===== src/rtl/core/cgca_pkg.sv =====
// Shared types and constants for the constraint graph color assigner.
// No dependencies; every other file in rtl/core imports this package.
package cgca_pkg;

  // Fixed field widths of the request and response channels
  localparam int BODY_W = 10;
  localparam int SLOT_W = 4;

  // Defaults for the top-level parameters
  localparam int NUM_COLORS_DEF = 12;
  localparam int MAX_BODIES_DEF = 1024;

  // Commands from the controller to the datapath
  typedef struct packed {
    logic clear;    // zero one mask entry of the clear sweep
    logic load;     // capture request, read both body masks
    logic write_a;  // pick color, write body A mask
    logic write_b;  // write body B mask, load response register
  } cgca_cmd_t;

  // Status from the datapath to the controller
  typedef struct packed {
    logic clear_done;  // clear sweep is on its last entry
  } cgca_sts_t;

endpackage


===== src/rtl/core/cgca_ctrl.sv =====
// Controller FSM: clear sweep, request accept, two mask writes, response hand-off.
// Depends on cgca_pkg for the command and status structs.
module cgca_ctrl (
  input  logic                clk,
  input  logic                rst,
  input  logic                req_valid,
  output logic                req_ready,
  output logic                rsp_valid,
  input  logic                rsp_ready,
  input  cgca_pkg::cgca_sts_t sts,
  output cgca_pkg::cgca_cmd_t cmd
);
  import cgca_pkg::*;

  localparam logic [1:0] ST_CLEAR   = 2'd0;
  localparam logic [1:0] ST_IDLE    = 2'd1;
  localparam logic [1:0] ST_WRITE_A = 2'd2;
  localparam logic [1:0] ST_WRITE_B = 2'd3;

  logic [1:0] state;
  logic [1:0] state_next;
  logic       out_free;

  // response register can take a new transaction
  assign out_free  = !rsp_valid || rsp_ready;
  assign req_ready = (state == ST_IDLE);

  // next state and commands
  always_comb begin
    state_next  = state;
    cmd         = '0;
    case (state)
      ST_CLEAR: begin
        cmd.clear = 1'b1;
        if (sts.clear_done) state_next = ST_IDLE;
      end
      ST_IDLE: begin
        if (req_valid) begin
          cmd.load   = 1'b1;
          state_next = ST_WRITE_A;
        end
      end
      ST_WRITE_A: begin
        cmd.write_a = 1'b1;
        state_next  = ST_WRITE_B;
      end
      ST_WRITE_B: begin
        if (out_free) begin
          cmd.write_b = 1'b1;
          state_next  = ST_IDLE;
        end
      end
      default: state_next = ST_CLEAR;
    endcase
  end

  always_ff @(posedge clk) begin
    if (rst) begin
      state <= ST_CLEAR;
    end else begin
      state <= state_next;
    end
  end

  // response valid
  always_ff @(posedge clk) begin
    if (rst) begin
      rsp_valid <= 1'b0;
    end else if (cmd.write_b) begin
      rsp_valid <= 1'b1;
    end else if (rsp_ready) begin
      rsp_valid <= 1'b0;
    end
  end

endmodule


===== config.mk =====
export PLATFORM = sky130hd
export DESIGN_NAME = cgca_ctrl
export DESIGN_NICKNAME = d
export VERILOG_FILES = /design/src/rtl/core/cgca_pkg.sv /design/src/rtl/core/cgca_ctrl.sv
export SDC_FILE = /design/constraint.sdc
export NUM_CORES = 1
export LEC_CHECK = 0
export BUFFER_PORTS_ARGS = -buffer_cell sky130_fd_sc_hd__clkbuf_2
export CAP_MARGIN = 20
export CORE_AREA = 2 2 39 41
export DETAILED_ROUTE_END_ITERATION = 8
export DIE_AREA = 0 0 41 43
export HOLD_SLACK_MARGIN = 0.06
export PLACE_DENSITY_LB_ADDON = 0.05
export SYNTH_ARGS = -nofsm -noshare
export SYNTH_HDL_FRONTEND = slang
export SYNTH_SLANG_ARGS = --single-unit

===== constraint.sdc =====
create_clock -name clk -period 2.55 [get_ports clk]
set_input_delay 0.765 -clock clk [delete_from_list [all_inputs] [get_ports clk]]
set_output_delay 0.765 -clock clk [all_outputs]
set_load 0.02 [all_outputs]

# Word level (Yosys, flattened, before mapping)
# Index checks and enable logic that the tools add are counted.
[word_totals]
wordCells = 25
regBits = 3
out_inout_bits = 6
in_bits = 5
[op_classes]
eq_ne = 6
muxes = 12
n_reduce_logical = 5
[ops]
columns = ["cell", "n"]
rows = [
  ["$mux 1", 8],
  ["$pmux 2 s4", 1],
  ["$mux 2", 3],
  ["$ne 2x2->1 const B", 3],
  ["$eq 2x2->1 const B", 2],
  ["$reduce_and 3->1", 1],
  ["$eq 2x1->1 const B", 1],
  ["$logic_not 2->1", 1],
  ["$reduce_bool 2->1", 1],
  ["$logic_not 1->1", 1],
  ["$logic_or 1x1->1", 1],
]

# Depth between registers and ports, before layout
# Gate-level depths: netlist of the first run.
[depth]
depth_word = 5
mapped_depth = 4
depth_no_buf = 4

# Worst setup path after synthesis of the first run
# Ideal clock, no wire load.
[synth_timing]
kind = "input -> output"
start = "input port rsp_ready"
end = "output port cmd[0] in the netlist's numbering"
arrival_time_ns = 1.126
path_slack_ns = 0.659
path_buffers = 0
cell_stages = 2
cell_sequence = "nor2b_1 -> nor2b_1"
[synth_lines]
columns = ["element", "line", "source"]
rows = [
  ["start: declaration", "cgca_ctrl.sv:9", "input logic rsp_ready,"],
  ["end: declaration", "cgca_ctrl.sv:11", "output cgca_pkg::cgca_cmd_t cmd"],
]

==> results of run 1 <==
-- tightest hold or removal path: cells and delay by family, from the launching register on --
kind             cells  cell delay, ns
AND/OR/NAND/NOR      1            0.07
multiplexers         1            0.06
flip-flops           1            0.33
-- cells in the final DEF (no fill, tap or decap), drive strengths merged --
cell,synthesis,final
a222oi,1,1
and2,1,1
clkbuf,0,14
dfxtp,3,3
ha,5,5
inv,4,4
mux2,1,1
mux2i,1,1
nand2b,2,2
nor2,4,4
nor2b,2,2
-- kinds of logic (layout without fill, tap and decap cells) --
group	after synthesis	after routing	share of synthesized area
simple gates	9	9	0.2151
mux	2	2	0.09884
compound gates	1	1	0.04651
flops	3	3	0.2791
fa+ha+maj	5	5	0.2907
buf+inv	4	18	0.06975
-- layout make-up --
class / instances / area, sq um
fill: 170 / 1072
multi-input combinational: 17 / 140.1
sequential: 3 / 60.06
timing repair buffer: 10 / 50.05
clock buffer: 4 / 26.28
tap: 16 / 20.02
inverter: 4 / 15.01
-- sequential cells by signal, indices dropped and copies added, names as in the netlist --
register and count:
rsp_valid 1, state 2
-- worst max-delay path by stage --
stage,start,to,slack [ns],cells past startpoint
after global placement,rsp_ready,cmd[0],0.55,4
after detailed placement,rsp_ready,cmd[0],0.53,4
after global routing,rsp_ready,cmd[0],0.44,4
final,rsp_ready,cmd[0],0.53,4
after floorplan,rsp_ready,cmd[0],0.66,2
after CTS,rsp_ready,cmd[0],0.52,4
-- Yosys cell counts --
| cell type | count |
|---|---|
| inv_1 | 4 |
| nor2_1 | 4 |
| ha_1 | 5 |
| dfxtp_1 | 3 |
| and2_1 | 1 |
| nor2b_1 | 2 |
| nand2b_1 | 2 |
| a222oi_1 | 1 |
| mux2i_1 | 1 |
| mux2_1 | 1 |
-- power by group through the flow --
stage	Sequential, mW	Clock, mW	Combinational [mW]
3_5_place_dp	0.0782	0	0.159
6_report	0.0758	0.0833	0.156
4_1_cts	0.0770	0.0879	0.160
2_1_floorplan	0.0753	0	0.118
3_3_place_gp	0.0788	0	0.160
5_1_grt	0.0788	0.0941	0.176
-- per-stage QoR --
step	cell area [sq um]	worst slack [ns]	hold WS, ns	utilization	total power [mW]
3_3_place_gp	285.3	0.5512	0.5294	0.2061	0.2391
5_1_grt	311.5	0.4443	0.5623	0.2251	0.3492
4_1_cts	311.5	0.5194	0.5336	0.2251	0.3245
3_5_place_dp	285.3	0.5264	0.5284	0.2061	0.2370
6_report	311.5	0.5283	0.5188	0.2251	0.3151
2_1_floorplan	215.2	0.6591	0.4807	-	0.1929
-- routing by layer --
metal / part of all wire / track usage / wire length [um] / vias to the layer above
met2: 0.44 / 0.08438 / 194 / 11
met3: 0.11 / 0.04712 / 48 / 0
li1: - / - / - / 102
met5: 0 / 0 / 0 / -
met4: 0 / 0.06000 / 0 / 0
met1: 0.45 / 0.06390 / 198 / 84
==> summary.txt, run 1 <==
Floorplan
  – Std-Cell Rows: 14
  – Die area: between 0.0015 and 0.002 sq mm
  – Starting density of the core: 0.1555
  – Top Ports: 11
  – CORE AREA: between 0.001 and 0.0015 sq mm
  – Die width: 41 um
  – Die Span Y: between 40 and 50 um

Global routing
  – Initial antenna violation count: 0
  – GRT Util Overall: 0.06513
  – Global route total overflow: 0
  – Vias in the first global route: between 150 and 200
  – First-pass GRT wire length: roughly 700 um
  – Largest net degree at the start of global routing: 6

Critical path
  – Max incr delay on CP: 0.19 ns
  – Worst reg2reg endpoint: state[0]
  – Critical path launch point type: primary input
  – R2R cell count: 4
  – CP required: about 1.8 ns
  – CP Capture Type: primary output
  – CP Max Fanout: 3
  – Slowest CP cell: nor2b_1
  – Reg2reg setup slack: about 0.90 ns
  – Worst R2R Start: state[0]
  – Crit path kind: in -> out
  – Worst Path Buf+Inv: 2
  – CP arrival: ~1.3 ns
  – Worst-path cell chain: clkbuf_2 > nor2b_1 > nor2b_1 > clkbuf_2
  – Cell family with most CP delay: simple AND/OR/NAND/NOR gates

Min path
  – Hold Path Stages: 2
  – Min-delay worst type: reg -> reg
  – Worst Hold Endpoint: state[1]
  – Hold Path Origin: state[1]

STA
  – Setup violations, final: 0
  – Setup TNS: 0 ns
  – Final hold vios: 0
  – Slew margin rel.: 0.6968
  – Crit share post-route: 0.7928
  – Skew final: just under 0.0004 ns
  – Final Slew Violations: 0
  – Slew @ Worst Pin: ~0.45 ns
  – Minimum clock period: slightly above 2 ns
  – Max Freq: between 400 and 500 MHz
  – Unrepaired setup endpoints after global routing: false

Synthesis
  – Syn Std Cell Area: approximately 220 sq um
  – Synth top area share: 0.2907
  – Yosys reg bits: 3
  – Area contributors post-synth: ha_1 (29%), dfxtp_1 (28%), inv_1 (7.0%)
  – Syn nets: 34
  – Largest area contributor in the netlist: ha_1
  – Mapped Cells: 24
  – Yosys Warn Count: 0
  – Avg Inst Size Synth: about 9 sq um
  – Post-synth cell types: 10
  – Seq/Total Area, Yosys: 0.2791

Place
  – PortBufs: 10
  – Routability congestion estimate: about 0.64
  – Post-DP HPWL: roughly 370 um
  – Cells after DPL: 50

Clocking
  – H-tree levels: 1
  – Clock-pin slew on the worst setup and hold paths: approximately 0.040 ns
  – Clock Tree Root: clkbuf_4
  – Worst skew pair latency: 0.23 ns
  – TritonCTS clock tree: built
  – Setup bufs post-CTS: 0
  – Max clock buf depth: 2
  – # clock sinks: 3
  – Num CTS Buffers: 3
  – PostCTS Resize Cnt: 0
  – Hold-fix buffers, CTS: 0

Route
  – Drt total wl: roughly 440 um
  – DRC Markers: 0
  – Starting DRT DRC Count: 3
  – Mean routed wirelength per cell: just over 8 um
  – Routed vias/inst: 3.648
  – First-pass iteration count of the detailed router: 4
  – Via count: about 200
  – ANT nets after route: 0

Final layout
  – Layout cells sized above 1: 0.3421
  – P&R area growth vs syn: 44.77%
  – Nets: 49
  – N_diodes: 0
  – Fin cells: between 50 and 60

Power and ir drop
  – Cell Int Power: ~0.18 mW
  – Pwr/cell area: 1011 mW/mm^2
  – Maximum vdd drop: about 0.00019 V
  – Switch Pwr: about 0.13 mW
  – Sw Ratio: 0.4179
  – Seq pwr share: 0.241
  – Leak pwr: around 0.17 nW
  – Combinational Power Share: 0.495
  – Clock group share of total power: 0.264

Status
  – Status: finished clean

Run
  – Max Cap Violations: 0
Power figures use the tool's default switching activity.
==> run 2, diff against run 1 <==
==> constraint.sdc (replaced) <==
create_clock -name clk -period 1.95 [get_ports clk]
set_input_delay 0.585 -clock clk [delete_from_list [all_inputs] [get_ports clk]]
set_output_delay 0.585 -clock clk [all_outputs]
set_load 0.02 [all_outputs]
==> summary.txt, run 2 (synthesized netlist as in run 1, its figures left out) <==
STA
  – Skew final: 0.002613 ns (was 0.0003846 ns)
  – Setup violations, final: 0 (unchanged)
  – Crit share post-route: 0.9150
  – Slew @ Worst Pin: 0.4602 ns (was 0.4548 ns)
  – Minimum clock period: between 1.5 and 2 ns
  – Hold slack: 0.5253 ns (was 0.5188 ns)
  – Max Freq: 560.5 MHz
  – Slew margin rel.: 0.6932 (was 0.6968)
  – Unrepaired setup endpoints after global routing: false (unchanged)
  – Final hold vios: 0 (unchanged)
  – Final Slew Violations: 0 (unchanged)
  – Setup TNS: 0 ns (unchanged)

Place
  – Post-DP HPWL: 370.2 um (was 369.8 um)
  – Routability congestion estimate: 0.6561 (was 0.6412)
  – PortBufs: 10 (unchanged)

Final layout
  – Layout cells sized above 1: 0.3421 (unchanged)
  – Most frequent cells in the layout: clkbuf_2 (10), ha_1 (5), inv_1 (4), nor2_1 (4) (unchanged)
  – Commonest non-fill, non-tap cell in the layout: clkbuf_2 (unchanged)
  – Largest reg by FF count: state (unchanged)
  – Max FFs per register: 2 (unchanged)
  – Nets: 49 (unchanged)
  – Util after Layout: 0.2251 (unchanged)
  – Filler cells: 161 (was 170)
  – P&R area growth vs syn: 44.77% (unchanged)
  – Largest registers: state (2), rsp_valid (1) (unchanged)
  – N_diodes: 0 (unchanged)

Route
  – DRC Markers: 0 (unchanged)
  – Mean routed wirelength per cell: 8.074 um (was 8.185 um)
  – ANT nets after route: 0 (unchanged)
  – Via count: 196 (was 197)
  – Drt total wl: 436 um (was 442 um)
  – Routed vias/inst: 3.630 (was 3.648)
  – First-pass iteration count of the detailed router: 4 (unchanged)
  – Starting DRT DRC Count: 2 (was 3)

Critical path
  – Worst Path Buf+Inv: 2 (unchanged)
  – Max incr delay on CP: 0.38 ns (was 0.19 ns)
  – Slowest CP cell: dfxtp_1 (was nor2b_1)
  – Cell family with most CP delay: flip-flops (was simple AND/OR/NAND/NOR gates)
  – CP required: 1.36 ns (was 1.79 ns)
  – Critical path launch point type: register (was primary input)
  – CP Max Fanout: 4 (was 3)
  – CP arrival: 1.20 ns (was 1.26 ns)
  – Worst-path cell chain: inv_1 > ha_1 > and2_1 > clkbuf_2 (was clkbuf_2 > nor2b_1 > nor2b_1 > clkbuf_2)
  – CP Capture Type: primary output (unchanged)
  – Crit path kind: reg -> out (was in -> out)

Min path
  – Min-delay worst type: reg -> reg (unchanged)

Floorplan
  – Starting density of the core: 0.1555 (unchanged)
  – CORE AREA: 0.001384 sq mm (unchanged)
  – Die width: 41 um (unchanged)
  – Die area: 0.001763 sq mm (unchanged)
  – Die Span Y: 43 um (unchanged)
  – Top Ports: 11 (unchanged)
  – Std-Cell Rows: 14 (unchanged)

Clocking
  – Setup bufs post-CTS: 0 (unchanged)
  – Hold-fix buffers, CTS: 0 (unchanged)
  – # clock sinks: 3 (unchanged)
  – Clock Tree Root: clkbuf_4 (unchanged)
  – Worst skew pair latency: 0.23 ns (about the same)
  – TritonCTS clock tree: built (unchanged)
  – Max clock buf depth: 2 (unchanged)
  – Num CTS Buffers: 3 (unchanged)
  – Clock-pin slew on the worst setup and hold paths: 0.03 ns (was 0.04 ns)
  – H-tree levels: 1 (unchanged)
  – PostCTS Resize Cnt: 0 (unchanged)

Global routing
  – Global route total overflow: 0 (unchanged)
  – Vias in the first global route: 173 (unchanged)
  – Initial antenna violation count: 0 (unchanged)
  – Largest net degree at the start of global routing: 6 (unchanged)
  – First-pass GRT wire length: 655 um (was 696 um)
  – GRT Util Overall: 0.05812 (was 0.06513)

Power and ir drop
  – Leak pwr: 0.1691 nW (unchanged)
  – Pwr/cell area: 1308 mW/mm^2 (was 1011 mW/mm^2)
  – Maximum vdd drop: 0.0002450 V (was 0.0001869 V)

Status
  – Status: finished clean (unchanged)

Run
  – Max Cap Violations: 0 (unchanged)
==> run 2: cell counts in the layout (fill, tap and decap cells not counted) <==
Identical to the previous run, type by type.
==> run 2: final timing paths <==
kind,to,cells past startpoint,slack (ns),start
min reg2reg,state[1],2,0.53,state[1]
min,state[1],2,0.53,state[1]
max reg2reg,state[0],4,0.30,state[0]
max,cmd[2],4,0.17,state[1]
==> run 2: per-layer routing <==
| layer | up-vias | routed length (um) | track usage |
|---|---|---|---|
| met1 | 85 | 208 | 0.05751 |
| met5 | - | 0 | 0 |
| met4 | 0 | 0 | 0.04000 |
| met2 | 9 | 191 | 0.07813 |
| li1 | 102 | - | - |
| met3 | 0 | 36 | 0.04712 |
==> run 2: where the power goes <==
group | internal (mW) | switching (mW)
logic | 0.0808 | 0.120
clock network | 0.0765 | 0.0294
registers | 0.0806 | 0.0196
total | 0.238 | 0.169
==> run 2: final cells by class <==
cell class	instances	area [sq um]	area share
Multi-Input combinational cell	17	140.1	0.4498
Sequential cell	3	60.06	0.1928
Timing Repair Buffer	10	50.05	0.1606
Clock buffer	4	26.28	0.08434
Tap cell	16	20.02	0.06426
Inverter	4	15.01	0.04819
==> run 2: per-stage QoR <==
| stage | setup slack (ns) | std cells | total power [mW] | instance area, sq um |
|---|---|---|---|---|
| after floorplan | 0.3153 | 24 | 0.2522 | 215.2 |
| after global placement | 0.2505 | 50 | 0.3102 | 285.3 |
| after detailed placement | 0.2640 | 50 | 0.3065 | 285.3 |
| after CTS | 0.1404 | 54 | 0.4186 | 311.5 |
| after global routing | 0.07727 | 54 | 0.4521 | 311.5 |
| final | 0.1658 | 54 | 0.4074 | 311.5 |
==> run 2: tightest hold or removal path, delay by kind of cell, from the launching register on <==
family,cells,cell delay (ns)
and+or+nand+nor,1,0.08
muxes,1,0.06
DFF,1,0.33
==> run 3, diff against run 2 <==
--- a/config.mk
+++ b/config.mk
@@ -5,7 +5,7 @@
 export SDC_FILE = /design/constraint.sdc
 export NUM_CORES = 1
 export LEC_CHECK = 0
-export BUFFER_PORTS_ARGS = -buffer_cell sky130_fd_sc_hd__clkbuf_2
+export BUFFER_PORTS_ARGS = -buffer_cell sky130_fd_sc_hd__buf_4
 export CAP_MARGIN = 20
 export CORE_AREA = 2 2 39 41
 export DETAILED_ROUTE_END_ITERATION = 8
==> summary.txt, run 3 (synthesized netlist as in run 1, its figures left out) <==
STA
  – Slew margin rel.: 0.6802 (was 0.6932)
  – Setup TNS: 0 ns (unchanged)
  – Max Freq: 558.0 MHz (was 560.5 MHz)
  – Crit share post-route: 0.9190 (was 0.9150)
  – Final hold vios: 0 (unchanged)
  – Slew @ Worst Pin: 0.4796 ns (was 0.4602 ns)
  – Unrepaired setup endpoints after global routing: false (unchanged)
  – Minimum clock period: 1.792 ns (was 1.784 ns)
  – Final Slew Violations: 0 (unchanged)
  – Skew final: 0.002200 ns (was 0.002613 ns)
  – Setup violations, final: 0 (unchanged)

Clocking
  – H-tree levels: 1 (unchanged)
  – # clock sinks: 3 (unchanged)
  – Num CTS Buffers: 3 (unchanged)
  – Worst skew pair latency: 0.23 ns (about the same)
  – PostCTS Resize Cnt: 0 (unchanged)
  – Clock Tree Root: clkbuf_4 (unchanged)
  – Hold-fix buffers, CTS: 0 (unchanged)
  – TritonCTS clock tree: built (unchanged)
  – Setup bufs post-CTS: 0 (unchanged)
  – Max clock buf depth: 2 (unchanged)
  – Clock-pin slew on the worst setup and hold paths: 0.03 ns (about the same)

Final layout
  – Largest reg by FF count: state (unchanged)
  – Fin cells: 54 (unchanged)
  – Util after Layout: 0.2432 (was 0.2251)
  – P&R area growth vs syn: 56.40% (was 44.77%)
  – N_diodes: 0 (unchanged)
  – Layout cells sized above 1: 0.3421 (unchanged)
  – Largest registers: state (2), rsp_valid (1) (unchanged)
  – Commonest non-fill, non-tap cell in the layout: buf_4 (was clkbuf_2)
  – Nets: 49 (unchanged)
  – Max FFs per register: 2 (unchanged)
  – Most frequent cells in the layout: buf_4 (10), ha_1 (5), inv_1 (4), nor2_1 (4) (was clkbuf_2 (10), ha_1 (5), inv_1 (4), nor2_1 (4))

Route
  – ANT nets after route: 0 (unchanged)
  – First-pass iteration count of the detailed router: 4 (unchanged)
  – Highest routed metal layer: met3 (unchanged)
  – DRT met1 WL: 203 um (was 208 um)
  – Via count: 196 (unchanged)
  – Routed vias/inst: 3.630 (unchanged)
  – Met2 wire len: 181 um (was 191 um)
  – Met3 wire length: 55 um (was 36 um)
  – Mean routed wirelength per cell: 8.148 um (was 8.074 um)
  – DRC Markers: 0 (unchanged)
  – Starting DRT DRC Count: 4 (was 2)
  – Drt total wl: 440 um (was 436 um)

Floorplan
  – Std-Cell Rows: 14 (unchanged)
  – Die Span Y: 43 um (unchanged)
  – CORE AREA: 0.001384 sq mm (unchanged)
  – Die width: 41 um (unchanged)
  – Starting density of the core: 0.1555 (unchanged)
  – Top Ports: 11 (unchanged)
  – Die area: 0.001763 sq mm (unchanged)

Critical path
  – Reg2reg setup slack: 0.29 ns (was 0.30 ns)
  – CP arrival: 1.21 ns (was 1.20 ns)
  – CP required: 1.36 ns (about the same)
  – CP Capture Type: primary output (unchanged)
  – Crit path kind: reg -> out (unchanged)
  – Critical path launch point type: register (unchanged)
  – CP Max Fanout: 4 (unchanged)

Run
  – Max Cap Violations: 0 (unchanged)

Place
  – Routability congestion estimate: 0.6692 (was 0.6561)
  – Post-DP HPWL: 371.8 um (was 370.2 um)
  – Cells after DPL: 50 (unchanged)
  – PortBufs: 10 (unchanged)

Power and ir drop
  – Pwr/cell area: 1291 mW/mm^2 (was 1308 mW/mm^2)
  – Leak pwr: 0.1762 nW (was 0.1691 nW)
  – Power Total: 0.4344 mW (was 0.4074 mW)
  – Maximum vdd drop: 0.0003293 V (was 0.0002450 V)

Global routing
  – Global route total overflow: 0 (unchanged)
  – First-pass GRT wire length: 683 um (was 655 um)
  – Largest net degree at the start of global routing: 6 (unchanged)
  – GRT Util Overall: 0.06212 (was 0.05812)
  – Initial antenna violation count: 0 (unchanged)
  – Vias in the first global route: 168 (was 173)

Min path
  – Min-delay worst type: reg -> reg (unchanged)

Status
  – Status: finished clean (unchanged)
-- run 3: cell types whose count changed in the layout (fill, tap and decap cells not counted) --
cell,change
buf_4,+10
clkbuf_2,-10
-- run 3: where the power goes --
part | internal (mW) | switching (mW) | total [mW]
clock | 0.0765 | 0.0289 | 0.105
combinational | 0.107 | 0.122 | 0.229
sequential | 0.0806 | 0.0195 | 0.100
total | 0.264 | 0.171 | 0.434
-- run 3: final cells by class --
cell class | count | area (sq um)
Multi-Input combinational cell | 17 | 140.1
Tap cell | 16 | 20.02
Sequential cell | 3 | 60.06
Timing Repair Buffer | 10 | 75.07
Clock buffer | 4 | 26.28
Fill cell | 159 | 1047
Inverter | 4 | 15.01
-- run 3: through the flow --
stage	hold WS [ns]	worst slack (ns)	area, sq um
2_1_floorplan	0.4807	0.3153	215.2
3_5_place_dp	0.5311	0.2448	310.3
5_1_grt	0.5448	0.05898	336.6
4_1_cts	0.5316	0.1307	336.6
3_3_place_gp	0.5291	0.2444	310.3
6_report	0.5190	0.1579	336.6
-- run 3: path summary, 6_finish.rpt --
kind	from	to	cells after the start
worst max-delay path	state[1]	cmd[2]	4
worst min-delay path	state[1]	state[1]	2
worst max register to register	state[0]	state[0]	4
worst min register to register	state[1]	state[1]	2
-- run 3: layer usage --
| layer | GRT usage | vias up |
|---|---|---|
| met4 | 0.04000 | 0 |
| met1 | 0.07029 | 83 |
| met2 | 0.07813 | 9 |
| met5 | 0 | - |
| li1 | - | 104 |
| met3 | 0.04712 | 0 |
-- run 3: worst max-delay path, cell delays in order (launching register included) --
cell	delay, ns
dfxtp_1	0.38
inv_1	0.10
ha_1	0.21
and2_1	0.14
buf_4	0.15
